--- config.mk ---
export PLATFORM = sky130hd
export DESIGN_NAME = m4i_mul
export DESIGN_NICKNAME = d
export VERILOG_FILES = /design/src/m4i_pkg.sv /design/src/m4i_mul.sv
export SDC_FILE = /design/constraint.sdc
export NUM_CORES = 2
export LEC_CHECK = 0
export BUFFER_PORTS_ARGS = -buffer_cell sky130_fd_sc_hd__buf_2
export CAP_MARGIN = 20
export CORE_MARGIN = 2
export CORE_UTILIZATION = 48
export CTS_BUF_LIST = sky130_fd_sc_hd__clkbuf_4 sky130_fd_sc_hd__clkbuf_8
export DETAILED_ROUTE_END_ITERATION = 12
export PLACE_DENSITY_LB_ADDON = 0.05
export SYNTH_ARGS = -nofsm -noshare
export SYNTH_HDL_FRONTEND = slang
export SYNTH_SLANG_ARGS = --single-unit
export TNS_END_PERCENT = 30
--- constraint.sdc ---
create_clock -name clock -period 13.5 [get_ports clock]
set_clock_uncertainty 0.2 [all_clocks]
set_input_delay 2.7 -clock clock [delete_from_list [all_inputs] [get_ports clock]]
set_output_delay 2.7 -clock clock [all_outputs]
set_load 0.02 [all_outputs]
--- src/m4i_pkg.sv ---
package m4i_pkg;

   localparam logic [63:0] S64_MAX = 64'h7FFF_FFFF_FFFF_FFFF;
   localparam logic [63:0] S64_MIN = 64'h8000_0000_0000_0000;

   typedef enum logic [7:0] {
      S_LOAD    = 8'b0000_0001,
      S_FETCH_A = 8'b0000_0010,
      S_FETCH_B = 8'b0000_0100,
      S_MUL_GO  = 8'b0000_1000,
      S_MUL_WT  = 8'b0001_0000,
      S_DIV_GO  = 8'b0010_0000,
      S_DIV_WT  = 8'b0100_0000,
      S_OUT     = 8'b1000_0000
   } state_type;

   typedef struct packed {
      logic        start;
      logic [63:0] a;
      logic [63:0] b;
   } unit_cmd_type;

   typedef struct packed {
      logic        done;
      logic [63:0] value;
   } unit_rsp_type;

   function automatic logic [63:0] sat_add(input logic [63:0] a, input logic [63:0] b);
      logic [63:0] s;
      logic [63:0] ov;
      s  = a + b;
      ov = (a ^ s) & (b ^ s);
      if (ov[63])
         return a[63] ? S64_MIN : S64_MAX;
      return s;
   endfunction

   function automatic logic [63:0] sat_sub(input logic [63:0] a, input logic [63:0] b);
      logic [63:0] s;
      logic [63:0] ov;
      s  = a - b;
      ov = (a ^ b) & (a ^ s);
      if (ov[63])
         return a[63] ? S64_MIN : S64_MAX;
      return s;
   endfunction

   function automatic logic [63:0] sat_neg(input logic [63:0] a);
      return (a == S64_MIN) ? S64_MAX : (64'd0 - a);
   endfunction

   // position of minor element n (row-major in the 3x3) within the 4x4
   function automatic logic [3:0] minor_index(input logic [1:0] r, input logic [1:0] c,
                                              input logic [3:0] n);
      logic [1:0] i;
      logic [1:0] j;
      logic [1:0] row;
      logic [1:0] col;
      i = 2'd0;
      j = 2'd0;
      case (n)
         4'd0: begin i = 2'd0; j = 2'd0; end
         4'd1: begin i = 2'd0; j = 2'd1; end
         4'd2: begin i = 2'd0; j = 2'd2; end
         4'd3: begin i = 2'd1; j = 2'd0; end
         4'd4: begin i = 2'd1; j = 2'd1; end
         4'd5: begin i = 2'd1; j = 2'd2; end
         4'd6: begin i = 2'd2; j = 2'd0; end
         4'd7: begin i = 2'd2; j = 2'd1; end
         4'd8: begin i = 2'd2; j = 2'd2; end
         default: begin i = 2'd0; j = 2'd0; end
      endcase
      row = (i >= r) ? i + 2'd1 : i;
      col = (j >= c) ? j + 2'd1 : j;
      return {row, col};
   endfunction

   function automatic logic [3:0] step_a_pos(input logic [3:0] step);
      case (step)
         4'd0: return 4'd4;
         4'd1: return 4'd5;
         4'd2: return 4'd3;
         4'd3: return 4'd5;
         4'd4: return 4'd3;
         4'd5: return 4'd4;
         4'd6: return 4'd0;
         4'd7: return 4'd1;
         4'd8: return 4'd2;
         default: return 4'd0;
      endcase
   endfunction

   function automatic logic [3:0] step_b_pos(input logic [3:0] step);
      case (step)
         4'd0: return 4'd8;
         4'd1: return 4'd7;
         4'd2: return 4'd8;
         4'd3: return 4'd6;
         4'd4: return 4'd7;
         4'd5: return 4'd6;
         default: return 4'd0;
      endcase
   endfunction

endpackage

--- src/m4i_mul.sv ---
module m4i_mul #(
   parameter int FRACTION_BITS = 16
) (
   input  logic                  clock,
   input  logic                  reset,
   input  m4i_pkg::unit_cmd_type cmd,
   output m4i_pkg::unit_rsp_type rsp
);
   import m4i_pkg::*;

   logic         run_ff;
   logic         done_ff;
   logic [2:0]   cnt_ff;
   logic         neg_ff;
   logic [63:0]  ma_ff;
   logic [63:0]  mb_ff;
   logic [63:0]  pp_ff;
   logic [1:0]   sel_ff;
   logic [127:0] acc_ff;
   logic [63:0]  res_ff;

   logic [31:0]  a_part;
   logic [31:0]  b_part;
   logic [127:0] pp_shift;
   logic [127:0] prod;
   logic [127:0] sh;
   logic [63:0]  fin;

   assign a_part = cnt_ff[1] ? ma_ff[63:32] : ma_ff[31:0];
   assign b_part = cnt_ff[0] ? mb_ff[63:32] : mb_ff[31:0];

   always_comb begin
      case (sel_ff)
         2'd0:    pp_shift = {64'd0, pp_ff};
         2'd3:    pp_shift = {pp_ff, 64'd0};
         default: pp_shift = {32'd0, pp_ff, 32'd0};
      endcase
   end

   always_comb begin
      prod = neg_ff ? (128'd0 - acc_ff) : acc_ff;
      sh   = $signed(prod) >>> FRACTION_BITS;
      if (sh[127:64] != {64{sh[63]}})
         fin = sh[127] ? S64_MIN : S64_MAX;
      else
         fin = sh[63:0];
   end

   always_ff @(posedge clock) begin
      if (reset) begin
         run_ff  <= 1'b0;
         done_ff <= 1'b0;
         cnt_ff  <= 3'd0;
      end else begin
         done_ff <= 1'b0;
         if (cmd.start) begin
            run_ff <= 1'b1;
            cnt_ff <= 3'd0;
         end else if (run_ff) begin
            cnt_ff <= cnt_ff + 3'd1;
            if (cnt_ff == 3'd5) begin
               run_ff  <= 1'b0;
               done_ff <= 1'b1;
            end
         end
      end
   end

   always_ff @(posedge clock) begin
      if (cmd.start) begin
         neg_ff <= cmd.a[63] ^ cmd.b[63];
         ma_ff  <= cmd.a[63] ? 64'd0 - cmd.a : cmd.a;
         mb_ff  <= cmd.b[63] ? 64'd0 - cmd.b : cmd.b;
         acc_ff <= '0;
      end else if (run_ff) begin
         if (cnt_ff < 3'd4) begin
            pp_ff  <= a_part * b_part;
            sel_ff <= cnt_ff[1:0];
         end
         if (cnt_ff >= 3'd1 && cnt_ff <= 3'd4)
            acc_ff <= acc_ff + pp_shift;
         if (cnt_ff == 3'd5)
            res_ff <= fin;
      end
   end

   assign rsp.done  = done_ff;
   assign rsp.value = res_ff;

endmodule

==> metrics <==
status completed; R2R Setup Slk 2.43 ns; Most Frequent Cell on Critical Path fa_1; multi-input logic area 0.0457 mm²; R2R Path End pp_ff[62]$_DFFE_PP_; Syn Inst Count 6907; maximum clock frequency approximately 90 MHz; synthesized area 0.0608 mm²; clk root buf clkbuf_8; fillcell total 12000; max capacitance violation total 0; hold endpoint acc_ff[13]$_SDFFE_PP0P_; Synth async-reset ratio 0%; Hold Path Class reg -> reg; post-synthesis register bit count 392; die area between 0.1 and 0.15 mm²; port buffer count 195; Detailed Place HPWL 175000 µm; CTS tree yes; buffers and inverters on the worst path 3; grt total ovfl 0; worst r2r src cnt_ff[0]$_SDFFE_PP0P_; setup tns final 0 ns; commonest cells after routing, fill and taps aside inv_1 (942), fa_1 (897), nand2_1 (876); drt initial violations about 4200; CP top delay family adder cells; Max Slew Vio Count 0; Initial Util 48.4%; Yosys warnings 0; Num CTS Buffers 76; Rows 130; Placed Area roughly 0.063 mm²; Synth Flop Type edfxtp_1; CP max FO 45; min-delay src acc_ff[13]$_SDFFE_PP0P_; path depth of the worst reg2reg path 26; Hold Violations, Final 0; RSZ-0062 raised after global routing no; die outline height 360 µm; Least-Margin Pin Slew 1.11 ns; Syn Area/Cell 8.81 µm²; DR pass1 iterations 7; Avg WL per Cell 25.7 µm; crit path time final about 11 ns; post-route clock period utilization 82.0%; post-cts resize count 0; layout cells sized above 1 9.08%; critical path's slowest cell mux2i_4; CTS Hold Bufs 0; WP data required between 10 and 15 ns; final setup fails 0; NumNets Final around 8300; clk sink count about 400; Slew Limit Headroom 24.2%; via/cell ratio 5.82; largest net degree at the start of global routing 100; Seq/Total Area, Yosys 17.2%; Placeable Area 0.126 mm²; Clock Latency Late Sink between 0.7 and 0.8 ns; most common cell after layout, fill and taps aside inv_1; I/O pins 196; first-pass GRT wire length 329000 µm; Data arrival, critical path 11.39 ns; Post-Syn Nets 8332; via count 50200; GRT Overall Usage between 30% and 40%; final instance area 0.0650 mm²; critical path's largest stage delay 0.92 ns; P&R area growth vs syn 6.90%; # Post-CTS Setup Buffers 0; Cell variety after synth 95; vias in the first global route 50800; Hold WS 0.284 ns; Placer Congestion between 1 and 1.5; WS Path Type reg -> reg; FF+latch area 0.0104 mm²; clk buf depth 3; Residual DRC 0; startpoint types flop; Hold Path Depth 2; Post-DRT Antenna Nets 0; Die W between 300 and 400 µm; H-tree depth 3; number of synthesized flops with an enable pin between 200 and 300; CP Capture Type flop; clk slew on worst S/H paths about 0.060 ns; WL final 222000 µm; initial antenna violation count 7
[sequential cells by signal (all words and copies together) (netlist names)]
signal,flops
cnt_ff,3
done_ff,1
acc_ff,128
sel_ff,2
res_ff,64
run_ff,1
mb_ff,64
pp_ff,64
neg_ff,1
ma_ff,64
[worst max-delay path by stage]
| stage | from | end | slack [ns] | cells after the start |
|---|---|---|---|---|
| detailed placement | cnt_ff[0]$_SDFFE_PP0P_ | pp_ff[62]$_DFFE_PP_ | 2.33 | 26 |
| CTS | cnt_ff[0]$_SDFFE_PP0P_ | pp_ff[62]$_DFFE_PP_ | 2.36 | 26 |
| finish | cnt_ff[0]$_SDFFE_PP0P_ | pp_ff[62]$_DFFE_PP_ | 2.43 | 26 |
| global route | cnt_ff[0]$_SDFFE_PP0P_ | pp_ff[62]$_DFFE_PP_ | 1.96 | 26 |
| floorplan | cnt_ff[1]$_SDFFE_PP0P_ | pp_ff[62]$_DFFE_PP_ | 3.97 | 30 |
| global placement | cnt_ff[0]$_SDFFE_PP0P_ | pp_ff[62]$_DFFE_PP_ | 2.49 | 26 |
[per-stage QoR]
| step | std cells | util [%] | setup WS [ns] |
|---|---|---|---|
| floorplan | 6907 | - | 3.97 |
| global placement | 8466 | 50.4 | 2.49 |
| detailed placement | 8469 | 50.4 | 2.33 |
| CTS | 8609 | 51.7 | 2.36 |
| global route | 8613 | 51.7 | 1.96 |
| finish | 8615 | 51.7 | 2.43 |
[layer usage]
layer	vias to the layer above	routed length, µm	GRT usage [%]
met5	-	23	0
met4	4	12500	17.0
met3	480	17500	6.80
met2	2109	100000	54.5
met1	25000	91400	44.5
li1	22600	-	-
[cell type report]
type,count,share of cell area (%)
Antenna cell,4,0.0154
Clock buffer,92,1.80
Clock inverter,48,0.660
Inverter,942,5.44
Multi-Input combinational cell,5206,70.3
Sequential cell,392,16.1
Tap cell,1650,3.17
Timing Repair Buffer,281,2.57
[cell usage after synthesis (85+ instances only)]
library cell	number	area, µm²
and2_1	85	532
a21oi_1	320	1600
edfxtp_1	259	7780
xnor2_1	262	2290
a21o_1	109	818
fa_1	897	18000
inv_1	942	3540
clkbuf_1	325	1220
xor2_1	140	1230
nor2_1	752	2820
ha_1	397	4970
dfxtp_1	133	2660
nand2_1	876	3290
o21ai_0	286	1430
[logic make-up after synthesis]
family / count (synthesis) / share of synthesized area [%]
AO/OA/AOI/OAI: 1172 / 12.7
multiplexers: 130 / 2.28
buffers and inverters: 1309 / 8.25
XOR/XNOR: 402 / 5.79
adder cells (fa/ha/maj): 1294 / 37.7
AND/OR/NAND/NOR: 2208 / 16.2
flip-flops: 392 / 17.2
[worst min-delay path, cell delays in order, from the launching register on]
cell,delay [ns]
dfxtp_1,0.33
nand2_1,0.06
a21oi_1,0.05
Power is left out: the tool's default activity adds up to more than one toggle a clock period on the data nets, which glitch-free logic cannot reach.
