[config.mk]
export PLATFORM = sky130hd
export DESIGN_NAME = m4i_div
export DESIGN_NICKNAME = d
export VERILOG_FILES = /design/src/m4i_pkg.sv /design/src/m4i_div.sv
export SDC_FILE = /design/constraint.sdc
export NUM_CORES = 1
export LEC_CHECK = 0
export BUFFER_PORTS_ARGS = -buffer_cell sky130_fd_sc_hd__buf_2
export CAP_MARGIN = 20
export CORE_MARGIN = 10
export CORE_UTILIZATION = 45
export DETAILED_ROUTE_END_ITERATION = 8
export GPL_ROUTABILITY_DRIVEN = 0
export PLACE_DENSITY_LB_ADDON = 0.12
export SYNTH_ARGS = -nofsm -noshare
export SYNTH_HDL_FRONTEND = slang
export SYNTH_SLANG_ARGS = --single-unit
[constraint.sdc]
create_clock -name clock -period 13.5 [get_ports clock]
set_clock_uncertainty 0.1 [all_clocks]
set_input_delay 0.675 -clock clock [delete_from_list [all_inputs] [get_ports clock]]
set_output_delay 0.675 -clock clock [all_outputs]
set_load 0.02 [all_outputs]
[src/m4i_pkg.sv]
package m4i_pkg;

   localparam logic [63:0] S64_MAX = 64'h7FFF_FFFF_FFFF_FFFF;
   localparam logic [63:0] S64_MIN = 64'h8000_0000_0000_0000;

   typedef enum logic [7:0] {
      S_LOAD    = 8'b0000_0001,
      S_FETCH_A = 8'b0000_0010,
      S_FETCH_B = 8'b0000_0100,
      S_MUL_GO  = 8'b0000_1000,
      S_MUL_WT  = 8'b0001_0000,
      S_DIV_GO  = 8'b0010_0000,
      S_DIV_WT  = 8'b0100_0000,
      S_OUT     = 8'b1000_0000
   } state_type;

   typedef struct packed {
      logic        start;
      logic [63:0] a;
      logic [63:0] b;
   } unit_cmd_type;

   typedef struct packed {
      logic        done;
      logic [63:0] value;
   } unit_rsp_type;

   function automatic logic [63:0] sat_add(input logic [63:0] a, input logic [63:0] b);
      logic [63:0] s;
      logic [63:0] ov;
      s  = a + b;
      ov = (a ^ s) & (b ^ s);
      if (ov[63])
         return a[63] ? S64_MIN : S64_MAX;
      return s;
   endfunction

   function automatic logic [63:0] sat_sub(input logic [63:0] a, input logic [63:0] b);
      logic [63:0] s;
      logic [63:0] ov;
      s  = a - b;
      ov = (a ^ b) & (a ^ s);
      if (ov[63])
         return a[63] ? S64_MIN : S64_MAX;
      return s;
   endfunction

   function automatic logic [63:0] sat_neg(input logic [63:0] a);
      return (a == S64_MIN) ? S64_MAX : (64'd0 - a);
   endfunction

   // position of minor element n (row-major in the 3x3) within the 4x4
   function automatic logic [3:0] minor_index(input logic [1:0] r, input logic [1:0] c,
                                              input logic [3:0] n);
      logic [1:0] i;
      logic [1:0] j;
      logic [1:0] row;
      logic [1:0] col;
      i = 2'd0;
      j = 2'd0;
      case (n)
         4'd0: begin i = 2'd0; j = 2'd0; end
         4'd1: begin i = 2'd0; j = 2'd1; end
         4'd2: begin i = 2'd0; j = 2'd2; end
         4'd3: begin i = 2'd1; j = 2'd0; end
         4'd4: begin i = 2'd1; j = 2'd1; end
         4'd5: begin i = 2'd1; j = 2'd2; end
         4'd6: begin i = 2'd2; j = 2'd0; end
         4'd7: begin i = 2'd2; j = 2'd1; end
         4'd8: begin i = 2'd2; j = 2'd2; end
         default: begin i = 2'd0; j = 2'd0; end
      endcase
      row = (i >= r) ? i + 2'd1 : i;
      col = (j >= c) ? j + 2'd1 : j;
      return {row, col};
   endfunction

   function automatic logic [3:0] step_a_pos(input logic [3:0] step);
      case (step)
         4'd0: return 4'd4;
         4'd1: return 4'd5;
         4'd2: return 4'd3;
         4'd3: return 4'd5;
         4'd4: return 4'd3;
         4'd5: return 4'd4;
         4'd6: return 4'd0;
         4'd7: return 4'd1;
         4'd8: return 4'd2;
         default: return 4'd0;
      endcase
   endfunction

   function automatic logic [3:0] step_b_pos(input logic [3:0] step);
      case (step)
         4'd0: return 4'd8;
         4'd1: return 4'd7;
         4'd2: return 4'd8;
         4'd3: return 4'd6;
         4'd4: return 4'd7;
         4'd5: return 4'd6;
         default: return 4'd0;
      endcase
   endfunction

endpackage

[src/m4i_div.sv]
module m4i_div #(
   parameter int VALUE_WIDTH   = 32,
   parameter int FRACTION_BITS = 16
) (
   input  logic                  clock,
   input  logic                  reset,
   input  m4i_pkg::unit_cmd_type cmd,
   output m4i_pkg::unit_rsp_type rsp
);
   import m4i_pkg::*;

   localparam logic [63:0] LIMIT_NEG = 64'd1 << (VALUE_WIDTH - 1);
   localparam logic [63:0] LIMIT_POS = LIMIT_NEG - 64'd1;

   logic         run_ff;
   logic         fin_ff;
   logic         done_ff;
   logic [6:0]   cnt_ff;
   logic         neg_ff;
   logic [127:0] dv_ff;
   logic [63:0]  d_ff;
   logic [63:0]  rem_ff;
   logic [127:0] q_ff;
   logic [63:0]  res_ff;

   logic [63:0]  n_mag;
   logic [64:0]  r2;
   logic [64:0]  diff;
   logic         ge;
   logic [63:0]  limit;
   logic [63:0]  qs;

   assign n_mag = cmd.a[63] ? 64'd0 - cmd.a : cmd.a;
   assign r2    = {rem_ff, dv_ff[127]};
   assign diff  = r2 - {1'b0, d_ff};
   assign ge    = r2 >= {1'b0, d_ff};
   assign limit = neg_ff ? LIMIT_NEG : LIMIT_POS;
   assign qs    = (q_ff[127:64] != 64'd0 || q_ff[63:0] > limit) ? limit : q_ff[63:0];

   always_ff @(posedge clock) begin
      if (reset) begin
         run_ff  <= 1'b0;
         fin_ff  <= 1'b0;
         done_ff <= 1'b0;
         cnt_ff  <= 7'd0;
      end else begin
         done_ff <= 1'b0;
         fin_ff  <= 1'b0;
         if (cmd.start) begin
            run_ff <= 1'b1;
            cnt_ff <= 7'd0;
         end else if (run_ff) begin
            cnt_ff <= cnt_ff + 7'd1;
            if (cnt_ff == 7'd127) begin
               run_ff <= 1'b0;
               fin_ff <= 1'b1;
            end
         end else if (fin_ff) begin
            done_ff <= 1'b1;
         end
      end
   end

   always_ff @(posedge clock) begin
      if (cmd.start) begin
         neg_ff <= cmd.a[63] ^ cmd.b[63];
         dv_ff  <= {64'd0, n_mag} << FRACTION_BITS;
         d_ff   <= cmd.b[63] ? 64'd0 - cmd.b : cmd.b;
         rem_ff <= '0;
         q_ff   <= '0;
      end else if (run_ff) begin
         rem_ff <= ge ? diff[63:0] : r2[63:0];
         q_ff   <= {q_ff[126:0], ge};
         dv_ff  <= {dv_ff[126:0], 1'b0};
      end else if (fin_ff) begin
         res_ff <= neg_ff ? 64'd0 - qs : qs;
      end
   end

   assign rsp.done  = done_ff;
   assign rsp.value = res_ff;

endmodule

==> results.py <==
metrics = {
    "cts": {
        "h-tree-depth": 2,
        "clock_path_buffers": 3,
        "cts-root-buf": "clkbuf_16",
        "postCtsHoldBufs": 0,
        "insertion_delay_ns": 0.60,
        "cts_num_sinks": 443,
        "post_cts_buffers": 0,
        "cts_tree": "yes",
        "ctsResizeCount": 0,
        "cts_buffers": 49,
        "path_clk_slew_ns": 0.06,
    },
    "global_routing": {
        "grt_pass1_vias": 19000,
        "grt_usage_pct": 18.5,
        "grt_pass1_wl_um": 99600,
        "overflow": 0,
        "grt_start_max_net_pins": 105,
        "antenna_found_initial": 0,
    },
    "die": {
        "initial_core_util_pct": 45.2,
        "die_area_um2": 65000,
        "core_area_um2": 54900,
        "num_io_pins": 196,
        "fp-row-count": 86,
        "die_height_um": 255,
        "die_w_um": 255,
    },
    "worst_hold_path": {
        "holdPathEnd": "run_ff",
        "hold_path_depth": 2,
        "min_from": "reset",
        "hp-class": "in2reg",
    },
    "synthesis": {
        "netlist_instances": 2680,
        "netlist_area_um2": 24800,
        "ys_seq_area_share_pct": 43.5,
        "synth-edff-count": 193,
        "ys_ff_latch": 443,
        "synth.most_common_cell": "nor2_1",
        "netlist_top_cells_area": "edfxtp_1 23%, dfxtp_1 20%, mux2i_1 7.3%",
        "yosys.area.top_type": "edfxtp_1",
        "synth_flop_cell": "dfxtp_1",
        "yosys_warnings": 0,
        "yosysTopAreaCellShare_pct": 23.3,
        "synth_async_sr_flop_share_pct": 0,
        "synth_common_cells": "386 x nor2_1, 250 x dfxtp_1, 211 x nand2_1",
        "syn-num-nets": 2912,
        "syn_area_per_cell_um2": 9.26,
        "synth_cell_types": 81,
    },
    "detailed_routing": {
        "first_pass_iters": 6,
        "wirelength_um": 61600,
        "wl_per_cell_um": 17.4,
        "ant_nets": 0,
        "vias": 19900,
        "routed_via_density": 5.65,
        "drt_iter0_drc": 1397,
        "drc": 0,
    },
    "layout": {
        "utilization_pct": 50.9,
        "nNetsFinal": 3020,
        "area_delta_synth_final_pct": 12.4,
        "antenna_cells": 0,
        "drive_gt1_share_pct": 11.5,
        "stdcell_count": 3532,
    },
    "power_and_ir_drop": {
        "cellPowerDensity_nw_per_um2": 124,
        "leakagePower_nw": 11.3,
        "ir_drop_uv": 84.8,
    },
    "worst_setup_path": {
        "ff2ff_path_depth": 16,
        "timing.rr.start": "neg_ff",
        "arrival_ns": 6.26,
        "cp.required_ns": 13.76,
        "worst_setup_path_end_kind": "register",
        "rr_endpoint": "res_ff[12]",
        "path_class": "reg2reg",
        "r2r_slack_ns": 7.51,
        "critPathMaxFanout": 104,
        "start_kind": "register",
    },
    "timing": {
        "tns_ns": 0,
        "fmax_mhz": 167,
        "drv_slew": 0,
        "min_period_ns": 5.99,
        "hold_viol_final": 0,
        "setup_ws_ns": 7.51,
        "rsz0062_at_grt": "false",
        "finalCritPeriodShare_pct": 44.4,
        "setup_viol": 0,
        "whs_ns": 0.218,
        "max_slew_margin_pct": 25.5,
        "tightest_slew_ns": 1.11,
    },
    "flow_run": {
        "maxCapViolations": 0,
    },
    "place": {
        "port_buffers": 195,
        "dp.cells": 3439,
        "place_hpwl_um": 43300,
        "pre_cts_ws_ns": 7.56,
    },
    "status": {
        "status": "finished clean",
    },
}
==> worst max-delay path, cell delays in order, from the launching register on <==
cell and delay, ns:
edfxtp_1 0.32, buf_4 0.77, inv_1 0.56, ha_1 0.48
nand4_1 0.15, or3_1 0.39, o221a_2 0.24, a21oi_1 0.12
buf_4 0.27, or2_2 0.41, nand2_1 0.14, o21ai_0 0.15
ha_1 0.42, inv_1 0.30, nor2_1 0.56, o31ai_1 0.19
o211a_1 0.15
==> flip-flops by register name, summed over array words and instances, names as in the netlist <==
register  flops
q_ff        128
dv_ff       112
d_ff         64
rem_ff       64
res_ff       64
cnt_ff        7
done_ff       1
fin_ff        1
neg_ff        1
run_ff        1
==> metrics by stage <==
step	total power [mW]	instance area [um2]
3_3_place_gp	2.11	26200
4_1_cts	3.49	27900
2_1_floorplan	1.96	24800
6_report	3.45	27900
5_1_grt	3.62	27900
3_5_place_dp	2.12	26200
==> area by class of cell <==
type / instances / area, um2
Multi-Input combinational cell: 1987 / 13100
Timing Repair Buffer: 213 / 1150
Fill cell: 5166 / 27000
Tap cell: 704 / 881
Clock inverter: 21 / 233
Clock buffer: 70 / 1410
Sequential cell: 443 / 10800
Inverter: 94 / 353
==> cell families after synthesis <==
| group | share of synthesized area [%] |
|---|---|
| AND/OR/NAND/NOR | 16.9 |
| AO/OA/AOI/OAI | 16.7 |
| flip-flops | 43.5 |
| buffers and inverters | 3.86 |
| XOR/XNOR | 6.60 |
| multiplexers | 7.30 |
| adder cells (fa/ha/maj) | 5.12 |
==> where the power goes <==
part / total (mW) / switching [mW] / internal (mW)
logic: 0.595 / 0.369 / 0.226
registers: 1.50 / 0.0282 / 1.47
clock network: 1.36 / 0.554 / 0.802
total: 3.45 / 0.951 / 2.50
==> worst max-delay path by stage <==
stage                      start          to  cells past startpoint
after global placement    neg_ff  res_ff[26]                     15
after floorplan           neg_ff  res_ff[26]                     17
after detailed placement  neg_ff  res_ff[12]                     16
after global routing      neg_ff  res_ff[28]                     18
final                     neg_ff  res_ff[12]                     16
after CTS                 neg_ff  res_ff[12]                     16
==> layout by cell type (no fill, tap or decap), drive strengths merged, types with 70 or more instances in the layout <==
master  synthesis  final
buf            30    213
a21oi         175    175
edfxtp        193    193
dfxtp         250    250
ha            100    100
nor2          386    386
inv            94     95
o21ai         108    108
xor2           91     91
nand2         211    211
xnor2          96     96
clkbuf        126     70
mux2i         180    180
==> layer usage <==
| layer | vias up | global-route usage (%) | wire (um) |
|---|---|---|---|
| met1 | 9383 | 24.3 | 27600 |
| li1 | 9981 | - | - |
| met2 | 462 | 30.7 | 29300 |
| met3 | 117 | 2.49 | 2960 |
| met5 | - | 0 | 0 |
| met4 | 0 | 6.68 | 1820 |
No activity file was read; power rests on OpenSTA's default activity.
